`config.mk`:
```
export PLATFORM = sky130hd
export DESIGN_NAME = dual_polyblep_saw_oscillator_top
export DESIGN_NICKNAME = d
export VERILOG_FILES = /design/src/hw/rtl/dpbs_pkg.sv /design/src/hw/rtl/dpbs_lane.sv /design/src/hw/rtl/dpbs_merge.sv /design/src/hw/rtl/dual_polyblep_saw_oscillator_top.sv
export VERILOG_INCLUDE_DIRS = /design/src /design/src/hw/rtl
export SDC_FILE = /design/constraint.sdc
export NUM_CORES = 2
export LEC_CHECK = 0
export BUFFER_PORTS_ARGS = -buffer_cell sky130_fd_sc_hd__buf_2
export CORE_ASPECT_RATIO = 1.4
export CORE_MARGIN = 5
export CORE_UTILIZATION = 40
export CTS_CLUSTER_DIAMETER = 40
export DETAILED_ROUTE_END_ITERATION = 10
export HOLD_SLACK_MARGIN = 0.06
export SYNTH_ARGS = -nofsm -noshare
export SYNTH_HDL_FRONTEND = slang
export SYNTH_HIERARCHICAL = 1
export SYNTH_SLANG_ARGS = --single-unit
```
`constraint.sdc`:
```
create_clock -name aclk -period 12.5 [get_ports aclk]
set_input_delay 1.875 -clock aclk [delete_from_list [all_inputs] [get_ports aclk]]
set_output_delay 1.875 -clock aclk [all_outputs]
set_load 0.1 [all_outputs]
```
`src/hw/rtl/dual_polyblep_saw_oscillator_top_macros.svh`:
```
// assertion macros for the dual polyblep saw oscillator
`ifndef DUAL_POLYBLEP_SAW_OSCILLATOR_TOP_MACROS_SVH
`define DUAL_POLYBLEP_SAW_OSCILLATOR_TOP_MACROS_SVH
`ifndef NO_ASSERTIONS
// same-cycle implication
`define DPBS_ASSERT_IMP(label, clk, rstn, ante, cons) \
    label: assert property (@(posedge clk) disable iff (!rstn) (ante) |-> (cons)) \
        else $error("dpbs assertion failed");
// next-cycle implication
`define DPBS_ASSERT_NXT(label, clk, rstn, ante, cons) \
    label: assert property (@(posedge clk) disable iff (!rstn) (ante) |=> (cons)) \
        else $error("dpbs assertion failed");
// implication after a fixed number of cycles
`define DPBS_ASSERT_DLY(label, clk, rstn, ante, n, cons) \
    label: assert property (@(posedge clk) disable iff (!rstn) (ante) |-> ##n (cons)) \
        else $error("dpbs assertion failed");
`else
`define DPBS_ASSERT_IMP(label, clk, rstn, ante, cons)
`define DPBS_ASSERT_NXT(label, clk, rstn, ante, cons)
`define DPBS_ASSERT_DLY(label, clk, rstn, ante, n, cons)
`endif
`endif

```
`src/hw/rtl/dpbs_pkg.sv`:
```
`timescale 1ns / 1ps
package dpbs_pkg;

    localparam int DATA_W      = 32;
    localparam int HALF_W      = 16;
    localparam int OUT_W       = 29;
    localparam int DIV_STEPS   = 32;
    localparam int CNT_W       = $clog2(DIV_STEPS);
    localparam int S_TDATA_W   = 72;
    localparam int M_TDATA_W   = 32;

    localparam logic [HALF_W-1:0] FRAC_MAX   = 16'hFFFF;
    localparam logic [OUT_W-1:0]  OUT_OFFSET = 29'h1000_0000;
    localparam logic [CNT_W-1:0]  CNT_LAST   = CNT_W'(DIV_STEPS - 1);

    // sequencer states
    typedef enum logic [2:0] {
        ST_IDLE,
        ST_ADV,
        ST_DIV,
        ST_SQR,
        ST_FIX,
        ST_HAND
    } state_t;

    // per-step strobes shared by both lanes
    typedef struct packed {
        logic load;
        logic advance;
        logic divide;
        logic square;
        logic fix;
    } lane_ctrl_t;

endpackage

```
`src/hw/rtl/dpbs_lane.sv`:
```
`timescale 1ns / 1ps
module dpbs_lane (
    input  logic                           aclk,
    input  logic                           aresetn,
    input  dpbs_pkg::lane_ctrl_t           ctrl,
    input  logic                           op,
    input  logic signed [dpbs_pkg::DATA_W-1:0] value,
    output logic [dpbs_pkg::DATA_W-1:0]    sample
);
    import dpbs_pkg::*;

    logic [DATA_W-1:0] inc_reg;
    logic [DATA_W-1:0] phase_reg;
    logic [DATA_W-1:0] prev_reg;
    logic [DATA_W-1:0] sample_reg;
    logic [DATA_W-1:0] divisor_reg;
    logic [DATA_W-1:0] rem_reg;
    logic [DATA_W-1:0] quo_reg;
    logic [DATA_W-1:0] sq_lo_reg;
    logic [DATA_W-1:0] sq_hi_reg;
    logic              wrap_reg;

    logic [DATA_W-1:0] adv_sum;
    logic [DATA_W:0]   trial;
    logic [DATA_W:0]   trial_diff;
    logic [HALF_W-1:0] frac;
    logic [HALF_W-1:0] frac_inv;

    // phase advance
    assign adv_sum = phase_reg + inc_reg;

    // one restoring division step: a borrow means the divisor does not fit
    assign trial      = {rem_reg, quo_reg[DATA_W-1]};
    assign trial_diff = trial - {1'b0, divisor_reg};

    // saturate the quotient; a zero divisor leaves all ones, so it saturates too
    assign frac     = (quo_reg[DATA_W-1:HALF_W] != '0) ? FRAC_MAX : quo_reg[HALF_W-1:0];
    assign frac_inv = ~frac;

    // oscillator state
    always_ff @(posedge aclk) begin
        if (!aresetn) begin
            inc_reg   <= '0;
            phase_reg <= '0;
            prev_reg  <= '0;
        end else begin
            if (ctrl.load) begin
                inc_reg <= op ? $unsigned(value) : inc_reg + $unsigned(value);
            end
            if (ctrl.advance) begin
                phase_reg <= adv_sum;
            end
            if (ctrl.fix) begin
                prev_reg <= wrap_reg ? phase_reg + {1'b0, sq_hi_reg[DATA_W-1:1]} : phase_reg;
            end
        end
    end

    // edge time divider and squarers
    always_ff @(posedge aclk) begin
        if (ctrl.advance) begin
            wrap_reg    <= (adv_sum < inc_reg);
            divisor_reg <= {{HALF_W{inc_reg[DATA_W-1]}}, inc_reg[DATA_W-1:HALF_W]};
            rem_reg     <= '0;
            quo_reg     <= adv_sum;
        end else if (ctrl.divide) begin
            if (trial_diff[DATA_W]) begin
                rem_reg <= trial[DATA_W-1:0];
                quo_reg <= {quo_reg[DATA_W-2:0], 1'b0};
            end else begin
                rem_reg <= trial_diff[DATA_W-1:0];
                quo_reg <= {quo_reg[DATA_W-2:0], 1'b1};
            end
        end
        if (ctrl.square) begin
            sq_lo_reg <= {{HALF_W{1'b0}}, frac} * {{HALF_W{1'b0}}, frac};
            sq_hi_reg <= {{HALF_W{1'b0}}, frac_inv} * {{HALF_W{1'b0}}, frac_inv};
        end
        if (ctrl.fix) begin
            sample_reg <= wrap_reg ? prev_reg - {1'b0, sq_lo_reg[DATA_W-1:1]} : prev_reg;
        end
    end

    assign sample = sample_reg;

endmodule

```
`src/hw/rtl/dpbs_merge.sv`:
```
`timescale 1ns / 1ps
module dpbs_merge (
    input  logic                             aclk,
    input  logic                             aresetn,
    input  logic                             load,
    input  logic                             pulse,
    input  logic [dpbs_pkg::DATA_W-1:0]      sample_one,
    input  logic [dpbs_pkg::DATA_W-1:0]      sample_two,
    output logic                             ready,
    output logic                             m_tvalid,
    input  logic                             m_tready,
    // sample_out [28:0], zeros [31:29]
    output logic [dpbs_pkg::M_TDATA_W-1:0]   m_tdata
);
    import dpbs_pkg::*;

    logic [DATA_W-1:0] two_sel;
    logic [OUT_W-1:0]  mix;
    logic [OUT_W-1:0]  out_reg;
    logic              valid_reg;

    // pulse mode inverts the second oscillator, then both are scaled and summed
    assign two_sel = pulse ? ~sample_two : sample_two;
    assign mix     = {1'b0, sample_one[DATA_W-1:4]} + {1'b0, two_sel[DATA_W-1:4]} - OUT_OFFSET;

    assign ready = !valid_reg || m_tready;

    // output word register
    always_ff @(posedge aclk) begin
        if (!aresetn) begin
            valid_reg <= 1'b0;
        end else if (load) begin
            valid_reg <= 1'b1;
        end else if (m_tready) begin
            valid_reg <= 1'b0;
        end
    end

    always_ff @(posedge aclk) begin
        if (load) begin
            out_reg <= mix;
        end
    end

    assign m_tvalid = valid_reg;
    assign m_tdata  = {{(M_TDATA_W-OUT_W){1'b0}}, out_reg};

endmodule

```
`src/hw/rtl/dual_polyblep_saw_oscillator_top.sv`:
```
// Dual polyBLEP sawtooth oscillator: each accepted word updates both phase increments
// (tuser selects load or glide add), advances both 32-bit phases and returns one mixed
// sample. Per item it updates the increments, advances the phases, runs the bit-serial
// restoring divider that finds the edge time in each lane, drives the squarers, applies
// the corrections and hands the pair to the output register, waiting there while that
// register holds a sample that is not being read. The result waits in that register, so a
// new word is taken while the previous sample is still unread.
`timescale 1ns / 1ps
`include "dual_polyblep_saw_oscillator_top_macros.svh"
module dual_polyblep_saw_oscillator_top (
    input  logic                             aclk,
    input  logic                             aresetn,
    input  logic                             s_tvalid,
    output logic                             s_tready,
    // value_one [31:0], value_two [63:32], pulse_mode [64], zeros [71:65]
    input  logic [dpbs_pkg::S_TDATA_W-1:0]   s_tdata,
    // op [0]
    input  logic [0:0]                       s_tuser,
    output logic                             m_tvalid,
    input  logic                             m_tready,
    // sample_out [28:0], zeros [31:29]
    output logic [dpbs_pkg::M_TDATA_W-1:0]   m_tdata
);
    import dpbs_pkg::*;

    state_t            state_reg;
    state_t            state_next;
    logic [CNT_W-1:0]  cnt_reg;
    logic              pulse_reg;
    lane_ctrl_t        lane_ctrl;
    logic              merge_load;
    logic              merge_ready;
    logic              in_ready;
    logic [DATA_W-1:0] sample_one;
    logic [DATA_W-1:0] sample_two;

    // state and step counter
    always_ff @(posedge aclk) begin
        if (!aresetn) begin
            state_reg <= ST_IDLE;
            cnt_reg   <= '0;
        end else begin
            state_reg <= state_next;
            if (state_reg == ST_DIV) begin
                cnt_reg <= cnt_reg + 1'b1;
            end else begin
                cnt_reg <= '0;
            end
        end
    end

    // pulse mode travels with the item to the mixer
    always_ff @(posedge aclk) begin
        if (s_tvalid && in_ready) begin
            pulse_reg <= s_tdata[2*DATA_W];
        end
    end

    // next state
    always_comb begin
        state_next = state_reg;
        case (state_reg)
            ST_IDLE: begin
                if (s_tvalid) state_next = ST_ADV;
            end
            ST_ADV:  state_next = ST_DIV;
            ST_DIV: begin
                if (cnt_reg == CNT_LAST) state_next = ST_SQR;
            end
            ST_SQR:  state_next = ST_FIX;
            ST_FIX:  state_next = ST_HAND;
            ST_HAND: begin
                if (merge_ready) state_next = ST_IDLE;
            end
            default: state_next = ST_IDLE;
        endcase
    end

    // step strobes
    always_comb begin
        lane_ctrl  = '0;
        in_ready   = 1'b0;
        merge_load = 1'b0;
        case (state_reg)
            ST_IDLE: begin
                in_ready       = 1'b1;
                lane_ctrl.load = s_tvalid;
            end
            ST_ADV:  lane_ctrl.advance = 1'b1;
            ST_DIV:  lane_ctrl.divide  = 1'b1;
            ST_SQR:  lane_ctrl.square  = 1'b1;
            ST_FIX:  lane_ctrl.fix     = 1'b1;
            ST_HAND: merge_load        = merge_ready;
            default: lane_ctrl = '0;
        endcase
    end

    assign s_tready = in_ready;

    // oscillator lanes
    dpbs_lane u_lane_one (
        .aclk    (aclk),
        .aresetn (aresetn),
        .ctrl    (lane_ctrl),
        .op      (s_tuser[0]),
        .value   (s_tdata[DATA_W-1:0]),
        .sample  (sample_one)
    );

    dpbs_lane u_lane_two (
        .aclk    (aclk),
        .aresetn (aresetn),
        .ctrl    (lane_ctrl),
        .op      (s_tuser[0]),
        .value   (s_tdata[2*DATA_W-1:DATA_W]),
        .sample  (sample_two)
    );

    // mixer and output register
    dpbs_merge u_merge (
        .aclk       (aclk),
        .aresetn    (aresetn),
        .load       (merge_load),
        .pulse      (pulse_reg),
        .sample_one (sample_one),
        .sample_two (sample_two),
        .ready      (merge_ready),
        .m_tvalid   (m_tvalid),
        .m_tready   (m_tready),
        .m_tdata    (m_tdata)
    );

    // at most one lane step at a time
    `DPBS_ASSERT_IMP(a_ctrl_onehot, aclk, aresetn, 1'b1, $onehot0({lane_ctrl.load, lane_ctrl.advance, lane_ctrl.divide, lane_ctrl.square, lane_ctrl.fix}))
    // an accepted word reaches the hand-over after a fixed latency
    `DPBS_ASSERT_DLY(a_latency, aclk, aresetn, s_tvalid && s_tready, 36, state_reg == ST_HAND)
    // the mixer only loads when its output register is free
    `DPBS_ASSERT_IMP(a_load_free, aclk, aresetn, merge_load, !m_tvalid || m_tready)
    // a loaded result is shown on the next cycle
    `DPBS_ASSERT_NXT(a_load_shown, aclk, aresetn, merge_load, m_tvalid && !s_tready == 1'b0)

endmodule
```
==> flow_summary_export.csv <==
group,metric,value,unit
clocking,cts-root-buf,"clkbuf_16",
pwr,irDropWorstVdd,0.0001224,V
grt,grt_pass1_vias,55900,
run,maxCapViolations,0,
critical_path,arrival,9.09,ns
pwr,internal_power,4645,uW
grt,antenna_found_initial,2,
placed_design,gp_congestion,0.8937,
timing,fin_skew,0.05098,ns
grt,grt.overflow.total,0,
clocking,cts_hold_buf,0,
route,ant_nets,0,
critical_path,max_stage_delay,0.53,ns
floorplan,coreArea,169800,um2
min_path,hold_path.class,"flop to flop",
status,status,"completed",
clocking,ctsHtreeMaxLevel,3,
critical_path,path_max_fanout,49,
yosys,ys_warn_count,6,
grt,grt_pass1_wl,299.0,mm
pwr,power.switching,2750,uW
placed_design,hpwl,147.2,mm
floorplan,num_rows,179,
pwr,p_leak,0.03619,uW
floorplan,ios,111,
clocking,clock_latency,0.69,ns
timing,maxSlewHeadroom,0.2490,
floorplan,dieArea,179100,um2
timing,clock.fmax,115.2,MHz
timing,tns,0,ns
route,initialDrtViolationCount,3011,
cells_and_area,synthToLayoutAreaGrowth,8.565,%
placed_design,dp.cells,9901,
timing,period_minus_slack,8.683,ns
floorplan,die_h,498.8,um
yosys,post_synth.cell_area_avg,8.828,um2
critical_path,critPathCaptureType,"flop",
route,wl_per_cell,18.47,um
route,wl,185.9,mm
clocking,post-cts-setup-buffers,0,
clocking,clk_path_buf_depth,3,
grt,grt_max_degree,98,
clocking,cts_tree,"yes",
floorplan,die_width,359.1,um
grt,grt_use_total,0.2054,
pwr,swShare,0.3719,
critical_path,start_kind,"flop",
timing,setup_viol,0,
timing,finalHoldViolCount,0,
cells_and_area,layout.nets,9248,
yosys,synth.cell_area,68250,um2
cells_and_area,finalNonFillerCells,10060,
timing,fin_crit_sh,0.6946,
route,post-route-drc-count,0,
floorplan,start_util,0.4020,
clocking,cts_buffers,85,
timing,timing.hold.ws,0.4531,ns
clocking,cts.clk_slew.worst_paths,0.06,ns
critical_path,worst-setup-path-type,"flop to flop",
clocking,clkSinkCount,567,
critical_path,worst_ep_required_time,12.91,ns
pwr,finalPower,7394,uW
route,viasPerCell,5.364,
route,vias,53980,
placed_design,numPortBuffers,100,
route,dr.pass1.iters,5,
pwr,clkPwrFrac,0.338,
pwr,combPwrFrac,0.340,
pwr,p_seq_frac,0.322,
timing,grt_setup_unrepaired,"false",
yosys,netlist_instances,7731,
timing,slew_violations,0,
cells_and_area,drive_above_1_share,0.06232,
critical_path,worst_path_max_delay_cell,"fa_1",
timing,tightest_slew,1.127,ns
pwr,p_per_area,99.79,nW/um2
clocking,ctsResizeCount,0,
## final cells by class
class | count | area (um2)
tap | 2262 | 2830
timing repair buffer | 169 | 1023
inverter | 1259 | 4726
clock inverter | 69 | 810.8
multi-input combinational | 5644 | 48110
fill | 16830 | 95670
antenna | 2 | 5.005
sequential | 567 | 14390
clock buffer | 91 | 2202
## metrics by stage
step / setup slack, ns / area [um2] / util
2_1_floorplan: 4.944 / 68260 / -
6_report: 3.817 / 74100 / 0.4365
4_1_cts: 3.804 / 74090 / 0.4364
5_1_grt: 3.430 / 74090 / 0.4365
3_3_place_gp: 3.905 / 71080 / 0.4187
3_5_place_dp: 3.869 / 71080 / 0.4187
## routing by layer
layer | vias to the layer above | track usage | wire length, um
met5 | - | 0 | 0
met2 | 1128 | 0.3739 | 93850
met4 | 0 | 0.08112 | 7729
li1 | 26150 | - | -
met3 | 362 | 0.01774 | 6826
met1 | 26340 | 0.2508 | 77500
## power by group through the flow
| stage | Sequential, uW | Combinational, uW | Clock, uW |
|---|---|---|---|
| after detailed placement | 2410 | 2490 | 0 |
| after global routing | 2400 | 2800 | 2630 |
| after global placement | 2410 | 2460 | 0 |
| after CTS | 2380 | 2510 | 2560 |
| after floorplan | 2320 | 1990 | 0 |
| final | 2380 | 2520 | 2500 |
## critical path, delay by kind of cell, from the launching register on
| family | cells | cell delay [ns] |
|---|---|---|
| compound gates | 4 | 1.30 |
| fa+ha+maj | 7 | 3.33 |
| flops | 1 | 0.39 |
| simple gates | 7 | 1.59 |
| buf+inv | 9 | 1.27 |
| xor+xnor | 1 | 0.46 |
## placed cells by master (no fill, tap or decap), drive strengths merged, types with 49 or more instances in the layout
cell type  count
o21a          67
and3          49
nor2b         66
a211oi       128
xnor2        265
nand2b        79
buf          169
inv         1283
fa           653
dfxtp        263
nand2        609
xor2         175
a21o         227
mux2i         83
ha           792
a31oi         74
o21bai        49
nor3          97
o21ai        339
clkbuf        91
edfxtp       304
a21oi        542
nor2         649
nand3         90
nand4         55
or3           74
## worst paths after layout
| path | startpoint | end | slack (ns) | depth (start not counted) |
|---|---|---|---|---|
| setup / recovery | u_lane_two/quo_reg[27] | u_lane_two/sq_lo_reg[28] | 3.82 | 28 |
| hold / removal | cnt_reg[0] | cnt_reg[0] | 0.45 | 1 |
| setup reg to reg | u_lane_two/quo_reg[27] | u_lane_two/sq_lo_reg[28] | 3.82 | 28 |
| hold reg to reg | cnt_reg[0] | cnt_reg[0] | 0.45 | 1 |
No activity file was read; power rests on OpenSTA's default activity.
